--- src/rtl/touch_coordinate_mapper_defines.svh ---
// ---------------------------------------------------------------------------
// Touch coordinate mapper assertion macros
// Clocked implication checks, gated off while reset is high.
// ---------------------------------------------------------------------------
`ifndef TOUCH_COORDINATE_MAPPER_DEFINES_SVH
`define TOUCH_COORDINATE_MAPPER_DEFINES_SVH

// same-cycle implication
`define TCM_ASSERT_IMPL(label, clk, rst, ante, cons, msg) \
  label: assert property (@(posedge clk) disable iff (rst) (ante) |-> (cons)) \
    else $error(msg);

// next-cycle implication
`define TCM_ASSERT_NEXT(label, clk, rst, ante, cons, msg) \
  label: assert property (@(posedge clk) disable iff (rst) (ante) |=> (cons)) \
    else $error(msg);

`endif

--- src/rtl/tcm_pkg.sv ---
// ---------------------------------------------------------------------------
// Touch coordinate mapper package
// Widths, register indices, orientation codes and shared helpers.
// ---------------------------------------------------------------------------
package tcm_pkg;

  localparam int RAW_W       = 13;
  localparam int DIM_W       = 11;
  localparam int QUOT_W      = DIM_W;
  localparam int PROD_W      = RAW_W + DIM_W;
  localparam int LANE_STAGES = 2 + QUOT_W;
  localparam int PIPE_STAGES = LANE_STAGES + 1;
  localparam int CFG_IDX_W   = 3;
  localparam int CFG_DATA_W  = RAW_W;

  typedef logic [RAW_W-1:0] raw_t;
  typedef logic [DIM_W-1:0] dim_t;

  localparam logic [CFG_IDX_W-1:0] REG_CAL_X_MIN   = 3'd0;
  localparam logic [CFG_IDX_W-1:0] REG_CAL_X_MAX   = 3'd1;
  localparam logic [CFG_IDX_W-1:0] REG_CAL_Y_MIN   = 3'd2;
  localparam logic [CFG_IDX_W-1:0] REG_CAL_Y_MAX   = 3'd3;
  localparam logic [CFG_IDX_W-1:0] REG_ORIENTATION = 3'd4;
  localparam logic [CFG_IDX_W-1:0] REG_PANEL_W     = 3'd5;
  localparam logic [CFG_IDX_W-1:0] REG_PANEL_H     = 3'd6;

  localparam raw_t CAL_MIN_RST = 13'd0;
  localparam raw_t CAL_MAX_RST = 13'd4095;
  localparam dim_t PANEL_W_RST = 11'd240;
  localparam dim_t PANEL_H_RST = 11'd320;

  typedef enum logic [1:0] {
    ORI_PORTRAIT,
    ORI_LANDSCAPE,
    ORI_INV_PORTRAIT,
    ORI_INV_LANDSCAPE
  } orient_t;

  typedef struct packed {
    raw_t lo;
    raw_t hi;
    dim_t dim;
  } axis_cfg_t;

  // 13-bit sample from the two response bytes
  function automatic raw_t assemble(logic [7:0] hi, logic [7:0] lo);
    return {hi, lo[7:3]};
  endfunction

endpackage

--- src/rtl/tcm_ifs.sv ---
// ---------------------------------------------------------------------------
// Touch coordinate mapper channels
// Valid/ready channels for raw sample beats and screen coordinate beats.
// ---------------------------------------------------------------------------
interface tcm_in_if;
  logic       valid;
  logic       ready;
  logic [7:0] x_byte_hi;
  logic [7:0] x_byte_lo;
  logic [7:0] y_byte_hi;
  logic [7:0] y_byte_lo;

  modport source (output valid, x_byte_hi, x_byte_lo, y_byte_hi, y_byte_lo,
                  input ready);
  modport sink (input valid, x_byte_hi, x_byte_lo, y_byte_hi, y_byte_lo,
                output ready);
endinterface

interface tcm_out_if #(parameter int COORD_BITS = 11);
  logic                  valid;
  logic                  ready;
  logic [COORD_BITS-1:0] screen_x;
  logic [COORD_BITS-1:0] screen_y;

  modport source (output valid, screen_x, screen_y, input ready);
  modport sink (input valid, screen_x, screen_y, output ready);
endinterface

--- src/rtl/tcm_lane.sv ---
// ---------------------------------------------------------------------------
// Touch coordinate mapper axis lane
// Clamp, multiply by screen dimension, restoring divide by window span
// (one quotient bit per stage) and clamp to dimension minus one; zero for an empty window.
// ---------------------------------------------------------------------------
module tcm_lane (
  input  logic                           clk,
  input  logic [tcm_pkg::LANE_STAGES-1:0] adv,
  input  tcm_pkg::axis_cfg_t             cfg,
  input  logic [7:0]                     byte_hi,
  input  logic [7:0]                     byte_lo,
  output tcm_pkg::dim_t                  mapped
);
  import tcm_pkg::*;

  raw_t              raw;
  raw_t              clamped;
  raw_t              span;
  logic              zero;
  raw_t              diff;
  logic [PROD_W-1:0] rem [QUOT_W+1];
  dim_t              quo [QUOT_W+1];
  logic [PROD_W-1:0] dsh [QUOT_W];
  logic [QUOT_W-1:0] take;
  dim_t              q;

  always_comb begin
    raw = assemble(byte_hi, byte_lo);
    if (raw < cfg.lo) begin
      clamped = cfg.lo;
    end else if (raw > cfg.hi) begin
      clamped = cfg.hi;
    end else begin
      clamped = raw;
    end
    span = cfg.hi - cfg.lo;
    zero = (cfg.hi <= cfg.lo) || (cfg.dim == '0);
    for (int k = 0; k < QUOT_W; k++) begin
      dsh[k]  = PROD_W'(span) << (QUOT_W - 1 - k);
      take[k] = rem[k] >= dsh[k];
    end
  end

  always_ff @(posedge clk) begin
    if (adv[0]) begin
      diff <= clamped - cfg.lo;
    end
    if (adv[1]) begin
      rem[0] <= PROD_W'(diff) * PROD_W'(cfg.dim);
      quo[0] <= '0;
    end
    for (int k = 0; k < QUOT_W; k++) begin
      if (adv[k+2]) begin
        rem[k+1] <= take[k] ? rem[k] - dsh[k] : rem[k];
        quo[k+1] <= {quo[k][QUOT_W-2:0], take[k]};
      end
    end
  end

  always_comb begin
    q = quo[QUOT_W];
    if (zero) begin
      mapped = '0;
    end else if (q >= cfg.dim) begin
      mapped = cfg.dim - DIM_W'(1);
    end else begin
      mapped = q;
    end
  end

endmodule

--- src/rtl/tcm_merge.sv ---
// ---------------------------------------------------------------------------
// Touch coordinate mapper merge stage
// Combines the two lane results by orientation into the output register.
// ---------------------------------------------------------------------------
module tcm_merge #(
  parameter int COORD_BITS = 11
) (
  input  logic                  clk,
  input  logic                  en,
  input  tcm_pkg::orient_t      orientation,
  input  tcm_pkg::dim_t         width,
  input  tcm_pkg::dim_t         height,
  input  tcm_pkg::dim_t         mx,
  input  tcm_pkg::dim_t         my,
  output logic [COORD_BITS-1:0] screen_x,
  output logic [COORD_BITS-1:0] screen_y
);
  import tcm_pkg::*;

  dim_t sx;
  dim_t sy;

  always_comb begin
    case (orientation)
      ORI_PORTRAIT: begin
        sx = my;
        sy = mx;
      end
      ORI_INV_LANDSCAPE: begin
        sx = mx;
        sy = my;
      end
      default: begin
        sx = width - mx;
        sy = height - my;
      end
    endcase
  end

  always_ff @(posedge clk) begin
    if (en) begin
      screen_x <= COORD_BITS'(sx);
      screen_y <= COORD_BITS'(sy);
    end
  end

endmodule

--- src/rtl/touch_coordinate_mapper.sv ---
// ---------------------------------------------------------------------------
// Touch coordinate mapper
// Path: each accepted sample beat passes clamp and offset, multiply, divide and merge registers.
// Throughput: one beat per cycle while the output is ready; an 11-stage restoring divider,
// one quotient bit per stage, with a lane each for X and Y.
// Reset: calibration and panel registers take their defaults, pipeline empties.
// ---------------------------------------------------------------------------
module touch_coordinate_mapper #(
  parameter int COORD_BITS = 11
) (
  input  logic                           clk,
  input  logic                           rst,
  tcm_in_if.sink                         touch,
  tcm_out_if.source                      coord,
  input  logic                           cfg_we,
  input  logic [tcm_pkg::CFG_IDX_W-1:0]  cfg_index,
  input  logic [tcm_pkg::CFG_DATA_W-1:0] cfg_data
);
  import tcm_pkg::*;
  `include "touch_coordinate_mapper_defines.svh"

  raw_t      cal_x_min;
  raw_t      cal_x_max;
  raw_t      cal_y_min;
  raw_t      cal_y_max;
  orient_t   orientation;
  dim_t      panel_w;
  dim_t      panel_h;

  logic      swap;
  dim_t      width;
  dim_t      height;
  axis_cfg_t cfg_x;
  axis_cfg_t cfg_y;
  dim_t      mx;
  dim_t      my;

  logic [PIPE_STAGES-1:0] v;
  logic [PIPE_STAGES:0]   rdy;
  logic                   accept;

  always_ff @(posedge clk) begin
    if (rst) begin
      cal_x_min   <= CAL_MIN_RST;
      cal_x_max   <= CAL_MAX_RST;
      cal_y_min   <= CAL_MIN_RST;
      cal_y_max   <= CAL_MAX_RST;
      orientation <= ORI_PORTRAIT;
      panel_w     <= PANEL_W_RST;
      panel_h     <= PANEL_H_RST;
    end else if (cfg_we) begin
      case (cfg_index)
        REG_CAL_X_MIN:   cal_x_min   <= cfg_data;
        REG_CAL_X_MAX:   cal_x_max   <= cfg_data;
        REG_CAL_Y_MIN:   cal_y_min   <= cfg_data;
        REG_CAL_Y_MAX:   cal_y_max   <= cfg_data;
        REG_ORIENTATION: orientation <= orient_t'(cfg_data[1:0]);
        REG_PANEL_W:     panel_w     <= cfg_data[DIM_W-1:0];
        REG_PANEL_H:     panel_h     <= cfg_data[DIM_W-1:0];
        default: ;
      endcase
    end
  end

  always_comb begin
    swap   = (orientation == ORI_LANDSCAPE) || (orientation == ORI_INV_LANDSCAPE);
    width  = swap ? panel_h : panel_w;
    height = swap ? panel_w : panel_h;
    cfg_x  = '{lo: cal_x_min, hi: cal_x_max, dim: width};
    cfg_y  = '{lo: cal_y_min, hi: cal_y_max, dim: height};
  end

  // per-stage ready: a stage moves when empty or its successor moves
  assign rdy[PIPE_STAGES] = coord.ready;
  for (genvar i = 0; i < PIPE_STAGES; i++) begin : g_rdy
    assign rdy[i] = !v[i] || rdy[i+1];
  end

  assign touch.ready = rdy[0] && !rst;
  assign accept      = touch.valid && touch.ready;

  always_ff @(posedge clk) begin
    if (rst) begin
      v <= '0;
    end else begin
      if (rdy[0]) begin
        v[0] <= accept;
      end
      for (int i = 1; i < PIPE_STAGES; i++) begin
        if (rdy[i]) begin
          v[i] <= v[i-1];
        end
      end
    end
  end

  tcm_lane u_lane_x (
    .clk     (clk),
    .adv     (rdy[LANE_STAGES-1:0]),
    .cfg     (cfg_x),
    .byte_hi (touch.x_byte_hi),
    .byte_lo (touch.x_byte_lo),
    .mapped  (mx)
  );

  tcm_lane u_lane_y (
    .clk     (clk),
    .adv     (rdy[LANE_STAGES-1:0]),
    .cfg     (cfg_y),
    .byte_hi (touch.y_byte_hi),
    .byte_lo (touch.y_byte_lo),
    .mapped  (my)
  );

  tcm_merge #(
    .COORD_BITS (COORD_BITS)
  ) u_merge (
    .clk         (clk),
    .en          (rdy[LANE_STAGES]),
    .orientation (orientation),
    .width       (width),
    .height      (height),
    .mx          (mx),
    .my          (my),
    .screen_x    (coord.screen_x),
    .screen_y    (coord.screen_y)
  );

  assign coord.valid = v[PIPE_STAGES-1];

  `TCM_ASSERT_NEXT(a_accept_fills, clk, rst, accept, v[0], "accepted beat not captured")
  `TCM_ASSERT_IMPL(a_mx_bound, clk, rst, v[LANE_STAGES-1] && (width != '0), mx < width, "X beyond width")
  `TCM_ASSERT_IMPL(a_my_bound, clk, rst, v[LANE_STAGES-1] && (height != '0), my < height, "Y beyond height")

endmodule

--- src/flat_wrapper.sv ---
// flat-port wrapper written by rule: the top's interface ports become plain ports
module touch_coordinate_mapper_flat import tcm_pkg::*;
#(
  parameter int COORD_BITS = 11
)
  (clk, rst, cfg_we, cfg_index, cfg_data, touch_valid, touch_x_byte_hi, touch_x_byte_lo, touch_y_byte_hi, touch_y_byte_lo, touch_ready, coord_valid, coord_screen_x, coord_screen_y, coord_ready);
  tcm_in_if touch_i ();
  tcm_out_if #(.COORD_BITS(COORD_BITS)) coord_i ();
  input  logic clk;
  input  logic rst;
  input  logic cfg_we;
  input  logic [tcm_pkg::CFG_IDX_W-1:0] cfg_index;
  input  logic [tcm_pkg::CFG_DATA_W-1:0] cfg_data;
  input wire logic [$bits(touch_i.valid)-1:0] touch_valid;
  input wire logic [$bits(touch_i.x_byte_hi)-1:0] touch_x_byte_hi;
  input wire logic [$bits(touch_i.x_byte_lo)-1:0] touch_x_byte_lo;
  input wire logic [$bits(touch_i.y_byte_hi)-1:0] touch_y_byte_hi;
  input wire logic [$bits(touch_i.y_byte_lo)-1:0] touch_y_byte_lo;
  output wire logic [$bits(touch_i.ready)-1:0] touch_ready;
  output wire logic [$bits(coord_i.valid)-1:0] coord_valid;
  output wire logic [$bits(coord_i.screen_x)-1:0] coord_screen_x;
  output wire logic [$bits(coord_i.screen_y)-1:0] coord_screen_y;
  input wire logic [$bits(coord_i.ready)-1:0] coord_ready;
  assign touch_i.valid = touch_valid;
  assign touch_i.x_byte_hi = touch_x_byte_hi;
  assign touch_i.x_byte_lo = touch_x_byte_lo;
  assign touch_i.y_byte_hi = touch_y_byte_hi;
  assign touch_i.y_byte_lo = touch_y_byte_lo;
  assign touch_ready = touch_i.ready;
  assign coord_valid = coord_i.valid;
  assign coord_screen_x = coord_i.screen_x;
  assign coord_screen_y = coord_i.screen_y;
  assign coord_i.ready = coord_ready;
  touch_coordinate_mapper #(.COORD_BITS(COORD_BITS)) u_core (.clk(clk), .rst(rst), .touch(touch_i), .coord(coord_i), .cfg_we(cfg_we), .cfg_index(cfg_index), .cfg_data(cfg_data));
endmodule
--- config.mk ---
export PLATFORM = sky130hd
export DESIGN_NAME = touch_coordinate_mapper_flat
export DESIGN_NICKNAME = d
export VERILOG_FILES = /design/src/rtl/tcm_pkg.sv /design/src/rtl/tcm_ifs.sv /design/src/rtl/tcm_lane.sv /design/src/rtl/tcm_merge.sv /design/src/rtl/touch_coordinate_mapper.sv /design/src/flat_wrapper.sv
export VERILOG_INCLUDE_DIRS = /design/src /design/src/rtl
export SDC_FILE = /design/constraint.sdc
export NUM_CORES = 2
export LEC_CHECK = 0
export ABC_AREA = 1
export BUFFER_PORTS_ARGS = -buffer_cell sky130_fd_sc_hd__buf_4
export CORE_ASPECT_RATIO = 0.7
export CORE_MARGIN = 2
export CORE_UTILIZATION = 40
export DETAILED_ROUTE_END_ITERATION = 10
export GPL_TIMING_DRIVEN = 1
export SYNTH_ARGS = -nofsm -noshare
export SYNTH_HDL_FRONTEND = slang
export SYNTH_HIERARCHICAL = 1
export SYNTH_SLANG_ARGS = --single-unit
--- constraint.sdc ---
create_clock -name clk -period 9.4 [get_ports clk]
set_input_delay 2.82 -clock clk [delete_from_list [all_inputs] [get_ports clk]]
set_output_delay 2.82 -clock clk [all_outputs]
set_load 0.01 [all_outputs]
==> results.toml <==
[outcome]
status = "completed"

[timing]
hold_violations = 0
slew_violations = 0
grt_setup_unrepaired = "no"
fmax_mhz = 125
skew_ns = 0.0511
fin_crit_ns = 8.00
slew_headroom_pct = 31.7
setup_tns_ns = 0
setup_viol = 0
period_share_pct = 85.1
worst_pin_slew_ns = 1.02

[route]
avgViaCountPerCell = 5.23
drt-pass1-iter-count = 6
num_vias = 53184
wl_per_cell_um = 17.6
drtIter0Drc = 4950
drc = 0
routed_wl_mm = 179
antenna_left = 0

[global_route]
grt_max_degree = 77
track_usage_pct = 21.8
antenna_found_initial = 3
grt_pass1_wl_mm = 283
overflow = 0
grt_pass1_vias = 50549

[worst_setup_path]
cp_max_fo = 28
rrSetupSlack_ns = 3.43
r2r_start = "u_core/orientation[0]"
slowest_stage = "nand3_2"
cp-end-kind = "output port"
reg2regPathDepth = 21
critPathTopFamily = "simple AND/OR/NAND/NOR gates"
worst_ep_required_time_ns = 6.58
cp-start-kind = "primary input"
cpPeakStageDelay_ns = 0.49
setup.worst_path.class = "in2out"
worstPathArrival_ns = 5.18
cp_num_buf_inv = 5
rr_endpoint = "u_core/u_lane_x/rem[0][20]"
cp_cell_sequence = "buf_4, inv_1, nand3_2, nor2_4, nand4_4, nor2_4, nand4_4, nor2_4, nand4_2, buf_4, nand2_1, inv_1, buf_4"

[job]
drv_cap = 0

[synthesis]
yosysWarnings = 6
syn_area_um2 = 64100
synth_simple_gate_area_share_pct = 24.2
syn-num-nets = 8733
synth.distinct_cells = 64
synthMuxAreaShare_pct = 0
synth_ff_type = "edfxtp_1"
synth_edf_count = 708
avgSynthCellArea_um2 = 8.12
ys_ff_latch = 798
seq_area_frac_synth_pct = 36.0
synth_fa_ha_area_share_pct = 17.8
synth_compound_gate_area_share_pct = 10.1
postSynthCellCount = 7902
synthArstFlopShare_pct = 0
synthXorXnorAreaFrac_pct = 3.93
synth_top_family_by_area = "simple AND/OR/NAND/NOR gates"

[power_and_ir_drop]
finalPower_uw = 26600
sw_frac_of_total_pct = 48.0
p_leak_uw = 0.0336
internal-power_uw = 13800
p_sw_uw = 12800
ir_drop_mv = 0.508
clockPowerShare_pct = 13.4
combinationalPowerShare_pct = 59.1
seqPwrFrac_pct = 27.6
power_density_nw_per_um2 = 380

[layout]
layout.cells.most_common = "nand2_1"
area_growth_pct = 9.22
drive_above_1_share_pct = 7.53
layout_common_cells = "nand2_1 (2115), inv_1 (1075), nor2_1 (721)"
nets = 8816
num-fill-cells = 15635

[clock_tree]
cts_tree = "built"
cts_setup_buffers = 0
cts-htree-levels = 3
clock-sinks = 798
cts_hold_buf = 0
numCtsBuffers = 91
clk_latency_ns = 0.73
clockBufferDepth = 3
cts_resized = 0
clockRootBuffer = "clkbuf_16"
clk_pin_slew_worst_paths_ns = 0.06

[place]
dp_hpwl_mm = 139
place.gp.congestion = 0.929
port_buffers = 70

[floorplanning]
die_w_um = 483
start_util_pct = 40.4
ioPinCount = 77
die_area_um2 = 164000
coreArea_um2 = 159000
die_y_um = 339
num_rows = 122

[min_path]
hp-start = "u_core/u_lane_x/quo[1][39]"
min_path_cells = 0
min_path_type = "reg2reg"
holdPathEnd = "u_core/u_lane_x/quo[2][7]"
==> routing by layer <==
metal	share of wire, %	GRT usage [%]
met5	0	0
met4	1.9	4.54
met3	6.8	3.29
met2	41	31.1
met1	51	34.2
==> how the worst max path moves through the flow <==
stage | from | endpoint | cells after the start
finish | coord_ready | touch_ready | 13
global route | coord_ready | touch_ready | 13
CTS | coord_ready | touch_ready | 13
detailed placement | coord_ready | touch_ready | 13
global placement | coord_ready | touch_ready | 13
floorplan | coord_ready | touch_ready | 10
==> synthesized netlist by cell type, types with 50 or more instances <==
library cell  instances  area (um2)
xnor2_1             160        1400
nor2_1              721        2710
clkbuf_1             78         293
inv_1              1081        4060
o21ai_0             281        1410
o21ai_1              60         300
xor2_1              128        1120
a21oi_1             455        2280
nand2_2              50         313
fa_1                222        4440
nor3_1               62         310
a21oi_2              56         490
o21ai_2              73         639
nand3_1             431        2160
dfxtp_1              90        1800
edfxtp_1            708       21300
nand2_1            2118        7950
nand4_1             122         763
ha_1                556        6960
==> logic make-up after synthesis <==
family,count (synthesis)
and+or+nand+nor,3661
buffers and inverters,1267
AOI/OAI and AO/OA,1110
DFF,798
adders and majority gates,778
xor gates and xnor gates,288
==> cell type report <==
type                            instances  area [um2]  area share [%]
Tap cell                             2108        2640            3.76
Clock buffer                          116        2370            3.38
Sequential cell                       798       23100            32.9
Inverter                             1119        4220            6.02
Clock inverter                         53         597           0.852
Timing Repair Buffer                  138        1040            1.48
Antenna cell                            1        2.50         0.00357
Multi-Input combinational cell       5837       36100            51.6
==> per-stage QoR <==
step	cell area [um2]	std cells	worst slack (ns)	hold WS (ns)	util [%]
global route	70100	10169	1.18	0.408	44.2
CTS	70100	10169	1.36	0.401	44.2
finish	70100	10170	1.40	0.408	44.2
global placement	67100	10000	1.46	0.401	42.3
floorplan	64100	7902	0.280	0.400	-
detailed placement	67100	10000	1.36	0.405	42.3
==> flip-flops by register name, indices dropped and copies added (netlist names) <==
register	flops
u_core/cal_x_max	13
u_core/cal_x_min	13
u_core/cal_y_max	13
u_core/cal_y_min	13
u_core/orientation	2
u_core/panel_h	11
u_core/panel_w	11
u_core/u_lane_x/diff	13
u_core/u_lane_x/quo	66
u_core/u_lane_x/rem	264
u_core/u_lane_y/diff	13
u_core/u_lane_y/quo	66
u_core/u_lane_y/rem	264
u_core/u_merge/screen_x	11
u_core/u_merge/screen_y	11
u_core/v	14
==> power groups by stage <==
stage | registers [uW] | logic [uW] | clock network, uW
detailed placement | 7370 | 15500 | 0
finish | 7330 | 15700 | 3550
global route | 7470 | 18000 | 3790
floorplan | 6710 | 12100 | 0
global placement | 7360 | 15300 | 0
CTS | 7320 | 15600 | 3660
==> worst register-to-register path, cell delays in order (launching register included) <==
cell and delay (ns):
dfxtp_1 0.30, buf_4 0.38, nand2_1 0.11, o21ai_1 0.09
buf_4 0.28, nand2_1 0.14, fa_1 0.58, fa_1 0.44
fa_1 0.49, inv_1 0.06, fa_1 0.53, inv_1 0.06
fa_1 0.56, inv_1 0.05, ha_1 0.35, nand2_1 0.09
o21ai_0 0.30, a21oi_1 0.13, o21ai_0 0.43, nand2_1 0.18
nand3_1 0.11, nand2_1 0.05
Note: power is estimated with default switching activity, not from simulation.
